**config.mk**
```make
export PLATFORM = sky130hd
export DESIGN_NAME = rgb555_palette_fade_engine
export DESIGN_NICKNAME = d
export VERILOG_FILES = /design/src/hdl/rpf_pkg.sv /design/src/hdl/rpf_in_reg.sv /design/src/hdl/rpf_fade_ctrl.sv /design/src/hdl/rpf_blend.sv /design/src/hdl/rgb555_palette_fade_engine.sv
export VERILOG_INCLUDE_DIRS = /design/src /design/src/hdl
export SDC_FILE = /design/constraint.sdc
export NUM_CORES = 1
export LEC_CHECK = 0
export ABC_AREA = 1
export BUFFER_PORTS_ARGS = -buffer_cell sky130_fd_sc_hd__buf_2
export CAP_MARGIN = 15
export CORE_ASPECT_RATIO = 1.75
export CORE_MARGIN = 2
export CORE_UTILIZATION = 62
export DETAILED_ROUTE_END_ITERATION = 16
export PLACE_DENSITY = 0.82
export RECOVER_POWER = 25
export SLEW_MARGIN = 20
export SYNTH_ARGS = -nofsm -noshare
export SYNTH_HDL_FRONTEND = slang
export SYNTH_SLANG_ARGS = --single-unit
```
**constraint.sdc**
```tcl
create_clock -name clk -period 8.5 [get_ports clk]
set_input_delay 1.7 -clock clk [delete_from_list [all_inputs] [get_ports clk]]
set_output_delay 1.7 -clock clk [all_outputs]
set_load 0.02 [all_outputs]
```
**src/hdl/rgb555_palette_fade_engine_macros.svh**
```systemverilog
// ---------------------------------------------------------------------------
// RGB555 palette fade engine - assertion macros
// Concurrent assertion helpers shared by the engine's modules.
// ---------------------------------------------------------------------------
`ifndef RGB555_PALETTE_FADE_ENGINE_MACROS_SVH
`define RGB555_PALETTE_FADE_ENGINE_MACROS_SVH

`ifndef SYNTHESIS

// Property checked on every rising edge outside reset
`define RPF_ASSERT(label, clk, rst_n, prop, msg) \
  label: assert property (@(posedge clk) disable iff (!rst_n) (prop)) else $error(msg);

// Same-cycle implication outside reset
`define RPF_ASSERT_IMPL(label, clk, rst_n, ante, cons, msg) \
  label: assert property (@(posedge clk) disable iff (!rst_n) (ante) |-> (cons)) \
    else $error(msg);

// Next-cycle implication outside reset
`define RPF_ASSERT_NEXT(label, clk, rst_n, ante, cons, msg) \
  label: assert property (@(posedge clk) disable iff (!rst_n) (ante) |=> (cons)) \
    else $error(msg);

`else

`define RPF_ASSERT(label, clk, rst_n, prop, msg)
`define RPF_ASSERT_IMPL(label, clk, rst_n, ante, cons, msg)
`define RPF_ASSERT_NEXT(label, clk, rst_n, ante, cons, msg)

`endif

`endif

```
**src/hdl/rpf_pkg.sv**
```systemverilog
// ---------------------------------------------------------------------------
// RGB555 palette fade engine - package
// Shared types, codes, the speed table and the weight function.
// ---------------------------------------------------------------------------
package rpf_pkg;

  // Palette size; entries at or above it are never written
  localparam int PALETTE_ENTRIES = 512;

  localparam int COLOUR_W  = 16;
  localparam int INDEX_W   = 9;
  localparam int WEIGHT_W  = 6;
  localparam int ALPHA_W   = 18;
  localparam int STEP_W    = 12;
  localparam int FRAMES_W  = 8;
  localparam int CFG_DATA_W = 3;

  localparam logic [WEIGHT_W-1:0] WEIGHT_MAX = 6'd32;
  localparam logic [ALPHA_W-1:0]  ALPHA_LINEAR_LIMIT = 18'h100;

  // Request codes
  localparam logic [1:0] FUNC_START = 2'd0;
  localparam logic [1:0] FUNC_TICK  = 2'd1;
  localparam logic [1:0] FUNC_BLEND = 2'd2;

  // Configuration register indexes
  localparam logic CFG_FADE_SPEED    = 1'b0;
  localparam logic CFG_INCLUDE_FIRST = 1'b1;

  // Number of speed table entries
  localparam logic [2:0] SPEED_COUNT = 3'd5;

  typedef enum logic [1:0] {
    PH_IDLE   = 2'd0,
    PH_ARMED  = 2'd1,
    PH_FADING = 2'd2
  } phase_t;

  typedef struct packed {
    logic [1:0]          func;
    logic [INDEX_W-1:0]  colour_index;
    logic [COLOUR_W-1:0] target_colour;
    logic [COLOUR_W-1:0] current_colour;
  } item_t;

  typedef struct packed {
    logic [WEIGHT_W-1:0] weight_now;
    logic [WEIGHT_W-1:0] weight_after;
    phase_t              phase_after;
    logic                finished;
  } fade_status_t;

  // Frame count for a speed selection
  function automatic logic [FRAMES_W-1:0] speed_frames(input logic [2:0] sel);
    logic [FRAMES_W-1:0] f;
    unique case (sel)
      3'd0:    f = 8'd8;
      3'd1:    f = 8'd16;
      3'd2:    f = 8'd32;
      3'd3:    f = 8'd64;
      3'd4:    f = 8'd128;
      default: f = '0;
    endcase
    return f;
  endfunction

  // Alpha step for a speed selection
  function automatic logic [STEP_W-1:0] speed_step(input logic [2:0] sel);
    logic [STEP_W-1:0] s;
    unique case (sel)
      3'd0:    s = 12'h004;
      3'd1:    s = 12'h002;
      3'd2:    s = 12'h001;
      3'd3:    s = 12'h800;
      3'd4:    s = 12'h400;
      default: s = '0;
    endcase
    return s;
  endfunction

  // Blend weight: alpha itself below the linear limit, else its top bits; cap at 32
  function automatic logic [WEIGHT_W-1:0] weight_of(input logic [ALPHA_W-1:0] a);
    logic [ALPHA_W-1:0] w;
    w = (a < ALPHA_LINEAR_LIMIT) ? a : {12'd0, a[ALPHA_W-1:12]};
    return (w > ALPHA_W'(WEIGHT_MAX)) ? WEIGHT_MAX : w[WEIGHT_W-1:0];
  endfunction

endpackage

```
**src/hdl/rpf_in_reg.sv**
```systemverilog
// ---------------------------------------------------------------------------
// RGB555 palette fade engine - input register
// Captures one request from the input stream and holds it until the
// processing stage takes it.
// ---------------------------------------------------------------------------
module rpf_in_reg (
  input  logic            clk,
  input  logic            rst_n,
  input  logic            in_tvalid,
  output logic            in_tready,
  input  logic [47:0]     in_tdata,   // colour_index, target_colour, current_colour, zero fill
  input  logic [1:0]      in_tuser,   // func
  input  logic            down_ready,
  output logic            item_valid,
  output rpf_pkg::item_t  item
);

  logic           valid_r;
  logic           valid_nxt;
  rpf_pkg::item_t item_r;

  // Accept when empty or when the held request moves on this cycle
  assign in_tready = !valid_r || down_ready;

  always_comb begin
    valid_nxt = valid_r;
    if (in_tready) begin
      valid_nxt = in_tvalid;
    end
  end

  // Hold the valid flag
  always_ff @(posedge clk) begin
    if (!rst_n) begin
      valid_r <= 1'b0;
    end else begin
      valid_r <= valid_nxt;
    end
  end

  // Load the payload on acceptance
  always_ff @(posedge clk) begin
    if (in_tvalid && in_tready) begin
      item_r.func           <= in_tuser;
      item_r.colour_index   <= in_tdata[8:0];
      item_r.target_colour  <= in_tdata[24:9];
      item_r.current_colour <= in_tdata[40:25];
    end
  end

  assign item_valid = valid_r;
  assign item       = item_r;

endmodule

```
**src/hdl/rpf_fade_ctrl.sv**
```systemverilog
// ---------------------------------------------------------------------------
// RGB555 palette fade engine - fade control
// Phase machine, frame countdown and alpha accumulator; reports the blend
// weight before and after each request.
// ---------------------------------------------------------------------------
`include "rgb555_palette_fade_engine_macros.svh"

module rpf_fade_ctrl (
  input  logic                  clk,
  input  logic                  rst_n,
  input  logic                  adv,
  input  logic [1:0]            func,
  input  logic [2:0]            fade_speed,
  output rpf_pkg::fade_status_t status
);

  rpf_pkg::phase_t                 phase_r, phase_nxt;
  logic [rpf_pkg::FRAMES_W-1:0]    frames_r, frames_nxt;
  logic [rpf_pkg::ALPHA_W-1:0]     alpha_r, alpha_nxt;
  logic [rpf_pkg::STEP_W-1:0]      step_r, step_nxt;
  logic                            fin;

  // Advance the state only when a request moves to the output
  always_ff @(posedge clk) begin
    if (!rst_n) begin
      phase_r  <= rpf_pkg::PH_IDLE;
      frames_r <= '0;
      alpha_r  <= '0;
      step_r   <= '0;
    end else if (adv) begin
      phase_r  <= phase_nxt;
      frames_r <= frames_nxt;
      alpha_r  <= alpha_nxt;
      step_r   <= step_nxt;
    end
  end

  // Next state for the request at the head of the pipe
  always_comb begin
    phase_nxt  = phase_r;
    frames_nxt = frames_r;
    alpha_nxt  = alpha_r;
    step_nxt   = step_r;
    fin        = 1'b0;
    unique case (func)
      rpf_pkg::FUNC_START: begin
        // restart unless already armed or the speed is out of the table
        if (phase_r != rpf_pkg::PH_ARMED && fade_speed < rpf_pkg::SPEED_COUNT) begin
          phase_nxt  = rpf_pkg::PH_ARMED;
          frames_nxt = rpf_pkg::speed_frames(fade_speed);
          step_nxt   = rpf_pkg::speed_step(fade_speed);
          alpha_nxt  = '0;
        end
      end
      rpf_pkg::FUNC_TICK: begin
        unique case (phase_r)
          rpf_pkg::PH_ARMED: begin
            phase_nxt = rpf_pkg::PH_FADING;
          end
          rpf_pkg::PH_FADING: begin
            if (frames_r != '0) begin
              alpha_nxt  = alpha_r + rpf_pkg::ALPHA_W'(step_r);
              frames_nxt = frames_r - 8'd1;
            end else begin
              phase_nxt = rpf_pkg::PH_IDLE;
              fin       = 1'b1;
            end
          end
          default: begin
            phase_nxt = phase_r;
          end
        endcase
      end
      default: begin
        // colour and unused requests leave the state alone
        phase_nxt = phase_r;
      end
    endcase
  end

  assign status.weight_now   = rpf_pkg::weight_of(alpha_r);
  assign status.weight_after = rpf_pkg::weight_of(alpha_nxt);
  assign status.phase_after  = phase_nxt;
  assign status.finished     = fin;

  `RPF_ASSERT_IMPL(a_fin_goes_idle, clk, rst_n, fin, phase_nxt == rpf_pkg::PH_IDLE,
    "fade end must return to idle")
  `RPF_ASSERT_NEXT(a_armed_tick, clk, rst_n,
    adv && func == rpf_pkg::FUNC_TICK && phase_r == rpf_pkg::PH_ARMED,
    phase_r == rpf_pkg::PH_FADING, "tick while armed must start fading")
  `RPF_ASSERT(a_frames_range, clk, rst_n, frames_r <= 8'd128,
    "frame countdown beyond table maximum")
  `RPF_ASSERT_NEXT(a_hold_without_adv, clk, rst_n, !adv,
    $stable(alpha_r) && $stable(frames_r), "state changed without a request")

endmodule

```
**src/hdl/rpf_blend.sv**
```systemverilog
// ---------------------------------------------------------------------------
// RGB555 palette fade engine - colour blend
// Per-channel weighted mix of current and target colour and the palette
// write qualifier.
// ---------------------------------------------------------------------------
module rpf_blend (
  input  rpf_pkg::item_t                item,
  input  logic [rpf_pkg::WEIGHT_W-1:0]  weight,
  input  logic                          include_first,
  output logic [rpf_pkg::COLOUR_W-1:0]  blended_colour,
  output logic                          write_enable
);

  logic [rpf_pkg::WEIGHT_W-1:0] inv_w;
  logic [4:0]                   mix [3];
  logic                         is_blend;
  logic                         in_range;

  assign inv_w    = rpf_pkg::WEIGHT_MAX - weight;
  assign is_blend = (item.func == rpf_pkg::FUNC_BLEND);

  // Mix each 5-bit channel with rounding
  always_comb begin
    logic [11:0] acc;
    for (int ch = 0; ch < 3; ch++) begin
      acc = 12'(item.current_colour[ch*5 +: 5]) * 12'(inv_w)
          + 12'(item.target_colour[ch*5 +: 5]) * 12'(weight)
          + 12'd16;
      mix[ch] = acc[9:5];
    end
  end

  // Pass equal colours through whole, including bit 15
  always_comb begin
    blended_colour = '0;
    if (is_blend) begin
      if (item.target_colour == item.current_colour) begin
        blended_colour = item.target_colour;
      end else begin
        blended_colour = {1'b0, mix[2], mix[1], mix[0]};
      end
    end
  end

  // Skip slot zero of each bank unless enabled; drop out-of-range entries
  assign in_range     = {1'b0, item.colour_index} < 10'(rpf_pkg::PALETTE_ENTRIES);
  assign write_enable = is_blend && in_range &&
                        (include_first || item.colour_index[3:0] != 4'd0);

endmodule

```
**src/hdl/rgb555_palette_fade_engine.sv**
```systemverilog
// ---------------------------------------------------------------------------
// RGB555 palette fade engine - top level
// Palette fade control and per-colour blend with a registered result.
//
//   channel  dir  handshake          tdata / tuser / tlast
//   in_      in   in_tvalid/tready   idx, target, current / func / -
//   out_     out  out_tvalid/tready  colour, we, weight, phase / - / finished
//   cfg_     in   cfg_we             cfg_index, cfg_wdata
//
// One request per cycle while the output is not stalled; each passes through
// the input register, then the fade state update and blend into the output
// register. Reset is synchronous and clears config and fade state. A stalled
// output holds its result and the input register, and back-pressure reaches
// in_tready in the same cycle.
// ---------------------------------------------------------------------------
module rgb555_palette_fade_engine (
  input  logic        clk,
  input  logic        rst_n,
  input  logic        in_tvalid,
  output logic        in_tready,
  input  logic [47:0] in_tdata,   // colour_index[8:0], target_colour[24:9],
                                  // current_colour[40:25], zero[47:41]
  input  logic [1:0]  in_tuser,   // func[1:0]
  output logic        out_tvalid,
  input  logic        out_tready,
  output logic [31:0] out_tdata,  // blended_colour[15:0], write_enable[16],
                                  // weight[22:17], phase[24:23], zero[31:25]
  output logic        out_tlast,  // finished
  input  logic        cfg_we,
  input  logic        cfg_index,
  input  logic [rpf_pkg::CFG_DATA_W-1:0] cfg_wdata
);

  logic                          item_valid;
  rpf_pkg::item_t                item;
  logic                          down_ready;
  logic                          adv;
  rpf_pkg::fade_status_t         status;
  logic [rpf_pkg::COLOUR_W-1:0]  blended_colour;
  logic                          write_enable;

  logic [2:0]  fade_speed_r;
  logic        include_first_r;
  logic        out_valid_r, out_valid_nxt;
  logic [31:0] out_data_r;
  logic        out_last_r;

  // Configuration registers
  always_ff @(posedge clk) begin
    if (!rst_n) begin
      fade_speed_r    <= '0;
      include_first_r <= 1'b0;
    end else if (cfg_we) begin
      unique case (cfg_index)
        rpf_pkg::CFG_FADE_SPEED:    fade_speed_r    <= cfg_wdata;
        rpf_pkg::CFG_INCLUDE_FIRST: include_first_r <= cfg_wdata[0];
        default:                    fade_speed_r    <= fade_speed_r;
      endcase
    end
  end

  rpf_in_reg u_in_reg (
    .clk        (clk),
    .rst_n      (rst_n),
    .in_tvalid  (in_tvalid),
    .in_tready  (in_tready),
    .in_tdata   (in_tdata),
    .in_tuser   (in_tuser),
    .down_ready (down_ready),
    .item_valid (item_valid),
    .item       (item)
  );

  // Output register is free when empty or being drained
  assign down_ready = !out_valid_r || out_tready;
  assign adv        = item_valid && down_ready;

  rpf_fade_ctrl u_fade_ctrl (
    .clk        (clk),
    .rst_n      (rst_n),
    .adv        (adv),
    .func       (item.func),
    .fade_speed (fade_speed_r),
    .status     (status)
  );

  rpf_blend u_blend (
    .item           (item),
    .weight         (status.weight_now),
    .include_first  (include_first_r),
    .blended_colour (blended_colour),
    .write_enable   (write_enable)
  );

  always_comb begin
    out_valid_nxt = out_valid_r;
    if (down_ready) begin
      out_valid_nxt = item_valid;
    end
  end

  // Result valid flag
  always_ff @(posedge clk) begin
    if (!rst_n) begin
      out_valid_r <= 1'b0;
    end else begin
      out_valid_r <= out_valid_nxt;
    end
  end

  // Result payload
  always_ff @(posedge clk) begin
    if (adv) begin
      out_data_r <= {7'd0, status.phase_after, status.weight_after,
                     write_enable, blended_colour};
      out_last_r <= status.finished;
    end
  end

  assign out_tvalid = out_valid_r;
  assign out_tdata  = out_data_r;
  assign out_tlast  = out_last_r;

endmodule

```
==> metrics <==
Synth Register Bits=103; Initial DRC Count=458; clock sinks=103; Syn Area/Cell=8.19 um^2; Setup Skew=0.0156 ns; die height=179 um; most common cell in the netlist=inv_1; placed cell area=0.0114 mm^2; R2R cell count=34; via count=9178; Clock transition at path regs=0.08 ns; Critical Path Source Type=flop; final net count=1655; max_slew headroom=-5.81%; sequential-to-total area share from yosys stat=24.8%; drt wl/cell=17.2 um; synthesis-to-layout area growth=7.81%; Final Core Density=67.5%; CTS tree=done; share of cells above drive strength 1=11.2%; Mapped Area=0.0109 mm^2; Worst Tran Pin Value=1.58 ns; crit share post-route=89.3%; VDD IR max=0.000209 V; pin count of the biggest net entering global routing=37; Clk Latency, worst-skew pair=0.38 ns; WP depth=34; CTS root buf=clkbuf_16; TritonRoute pass-1 iters=5; Top-Level Pins=94; CP dominant cell by count=nand2_1; Synth Flop Type=edfxtp_1; RD Place Congestion=0.980; initial antenna violation count=0; min Tclk post-route=7.59 ns; clk buf depth=2; RSZ-0062 raised after global routing=no; PD cells=268 mW/mm^2; Async SR Flop Fraction=0%; grt total ovfl=0; Yosys top cell by area=fa_1; max cap viols=1; top post-synthesis cells by count=inv_1, nand2_1, nor2_1; Top delay family on crit path=adder cells; Core ar.=0.0174 mm^2; ant diodes=0; fillers=1455; EDFF count, synth=64; setup bufs post-CTS=0; Vias/cell=5.63; Buf/Inv on CP=7; via count of the first global-routing pass=9276; initial core utilization=62.6%; leakage power=6.07 nW; Residual DRC=0; # setup viols final=0; hold path cells=2; top post-synthesis cells by area=fa_1, edfxtp_1, ha_1; Final Max Slew Viols=22; Crit-path slowest cell=fa_1; status=finished, violations left; CTS Buf Count=9; Synth cell types=54; fin area=0.0117 mm^2; cell row count=64; arrival time at the worst endpoint=7.72 ns; hpwl dp=22100 um; Crit Path Max Fanout=14; Synth Warn #=0; die area=0.0187 mm^2; Setup Crit Path Kind=flop to flop; post-synthesis instance total=1328; Setup crit end kind=flop; chip width=104 um; post-synth top area share=20.1%; hold crit path type=flop to flop; cts hold-fix bufs=0; first-pass GRT wire length=45300 um; DRT antenna net count=0; Hold Vio Cnt, Final=0; Final Power=3.14 mW; setup tns final=0 ns; final WL=28000 um; CP Data Required Time=8.63 ns; Port Buffer Count=74; CP max stage delay=0.56 ns; cts repair resizes=0; Max Freq=132 MHz; total track usage=31.4%; violated checks=capacitance limit, slew limit; H-tree Lvls=3
-- flip-flops by register name, summed over array words and instances (netlist names), 2 cells and up --
register,count
u_in_reg.item,38
u_fade_ctrl.frames_r,8
u_fade_ctrl.phase_r,2
u_fade_ctrl.step_r,5
u_fade_ctrl.alpha_r,18
out_tdata,25
fade_speed_r,3
-- where the power goes --
part	total (mW)	internal, mW	switching (mW)
Clock	0.433	0.211	0.223
Sequential	0.624	0.591	0.0327
Combinational	2.08	0.796	1.29
Total	3.14	1.60	1.54
-- cell families (layout without fill, tap and decap cells) --
| kind of cell | Yosys count | after routing | synth area share [%] |
|---|---|---|---|
| other cells | 1 | 7 | 0.0345 |
| fa+ha+maj | 203 | 203 | 30.9 |
| buf+inv | 319 | 383 | 11.5 |
| flops | 103 | 103 | 24.8 |
| simple gates | 529 | 529 | 22.3 |
| xor+xnor | 36 | 36 | 2.90 |
| compound gates | 137 | 137 | 7.50 |
-- cell usage in the layout, fill, tap and decap left out, types with 39 or more instances in the layout --
master / count
nand3_1: 59
nor2_1: 160
buf_2: 67
fa_1: 109
dfxtp_1: 39
o21ai_0: 52
nand2_1: 226
inv_1: 272
ha_1: 94
edfxtp_1: 64
a21oi_1: 47
-- worst min-delay path, stage by stage, from the launching register on --
cell and delay, ns:
dfxtp_1 0.34, nand2_1 0.07, a21oi_1 0.05
-- worst paths after layout --
| kind | startpoint | end | slack (ns) |
|---|---|---|---|
| max | u_fade_ctrl.alpha_r[10] | out_tdata[14] | 0.91 |
| min | u_fade_ctrl.frames_r[4] | u_fade_ctrl.frames_r[4] | 0.51 |
| max reg2reg | u_fade_ctrl.alpha_r[10] | out_tdata[14] | 0.91 |
| min reg2reg | u_fade_ctrl.frames_r[4] | u_fade_ctrl.frames_r[4] | 0.51 |
-- layer usage --
metal | GRT usage (%) | up-vias | share of wire [%]
li1 | - | 4285 | -
met3 | 4.58 | 121 | 5.4
met5 | 0 | - | 0
met1 | 32.3 | 4346 | 34
met2 | 59.2 | 426 | 54
met4 | 20.3 | 0 | 6.7
-- through the flow --
| step | hold slack, ns | setup WS, ns | instances |
|---|---|---|---|
| floorplan | 0.436 | 1.99 | 1334 |
| global placement | 0.475 | 1.29 | 1613 |
| detailed placement | 0.487 | 1.18 | 1613 |
| CTS | 0.499 | 1.08 | 1629 |
| global route | 0.540 | 0.507 | 1629 |
| finish | 0.505 | 0.909 | 1629 |
-- final cells by class --
| class | count | area [um^2] | share of cell area (%) |
|---|---|---|---|
| clock buffers | 9 | 225 | 1.92 |
| clock inverters | 7 | 81.3 | 0.693 |
| inverters | 286 | 1080 | 9.19 |
| multi-input cells | 912 | 6940 | 59.2 |
| flip-flops and latches | 103 | 2700 | 23.0 |
| well taps | 231 | 289 | 2.46 |
| repair buffers | 81 | 414 | 3.53 |
Note: power is estimated with default switching activity, not from simulation.
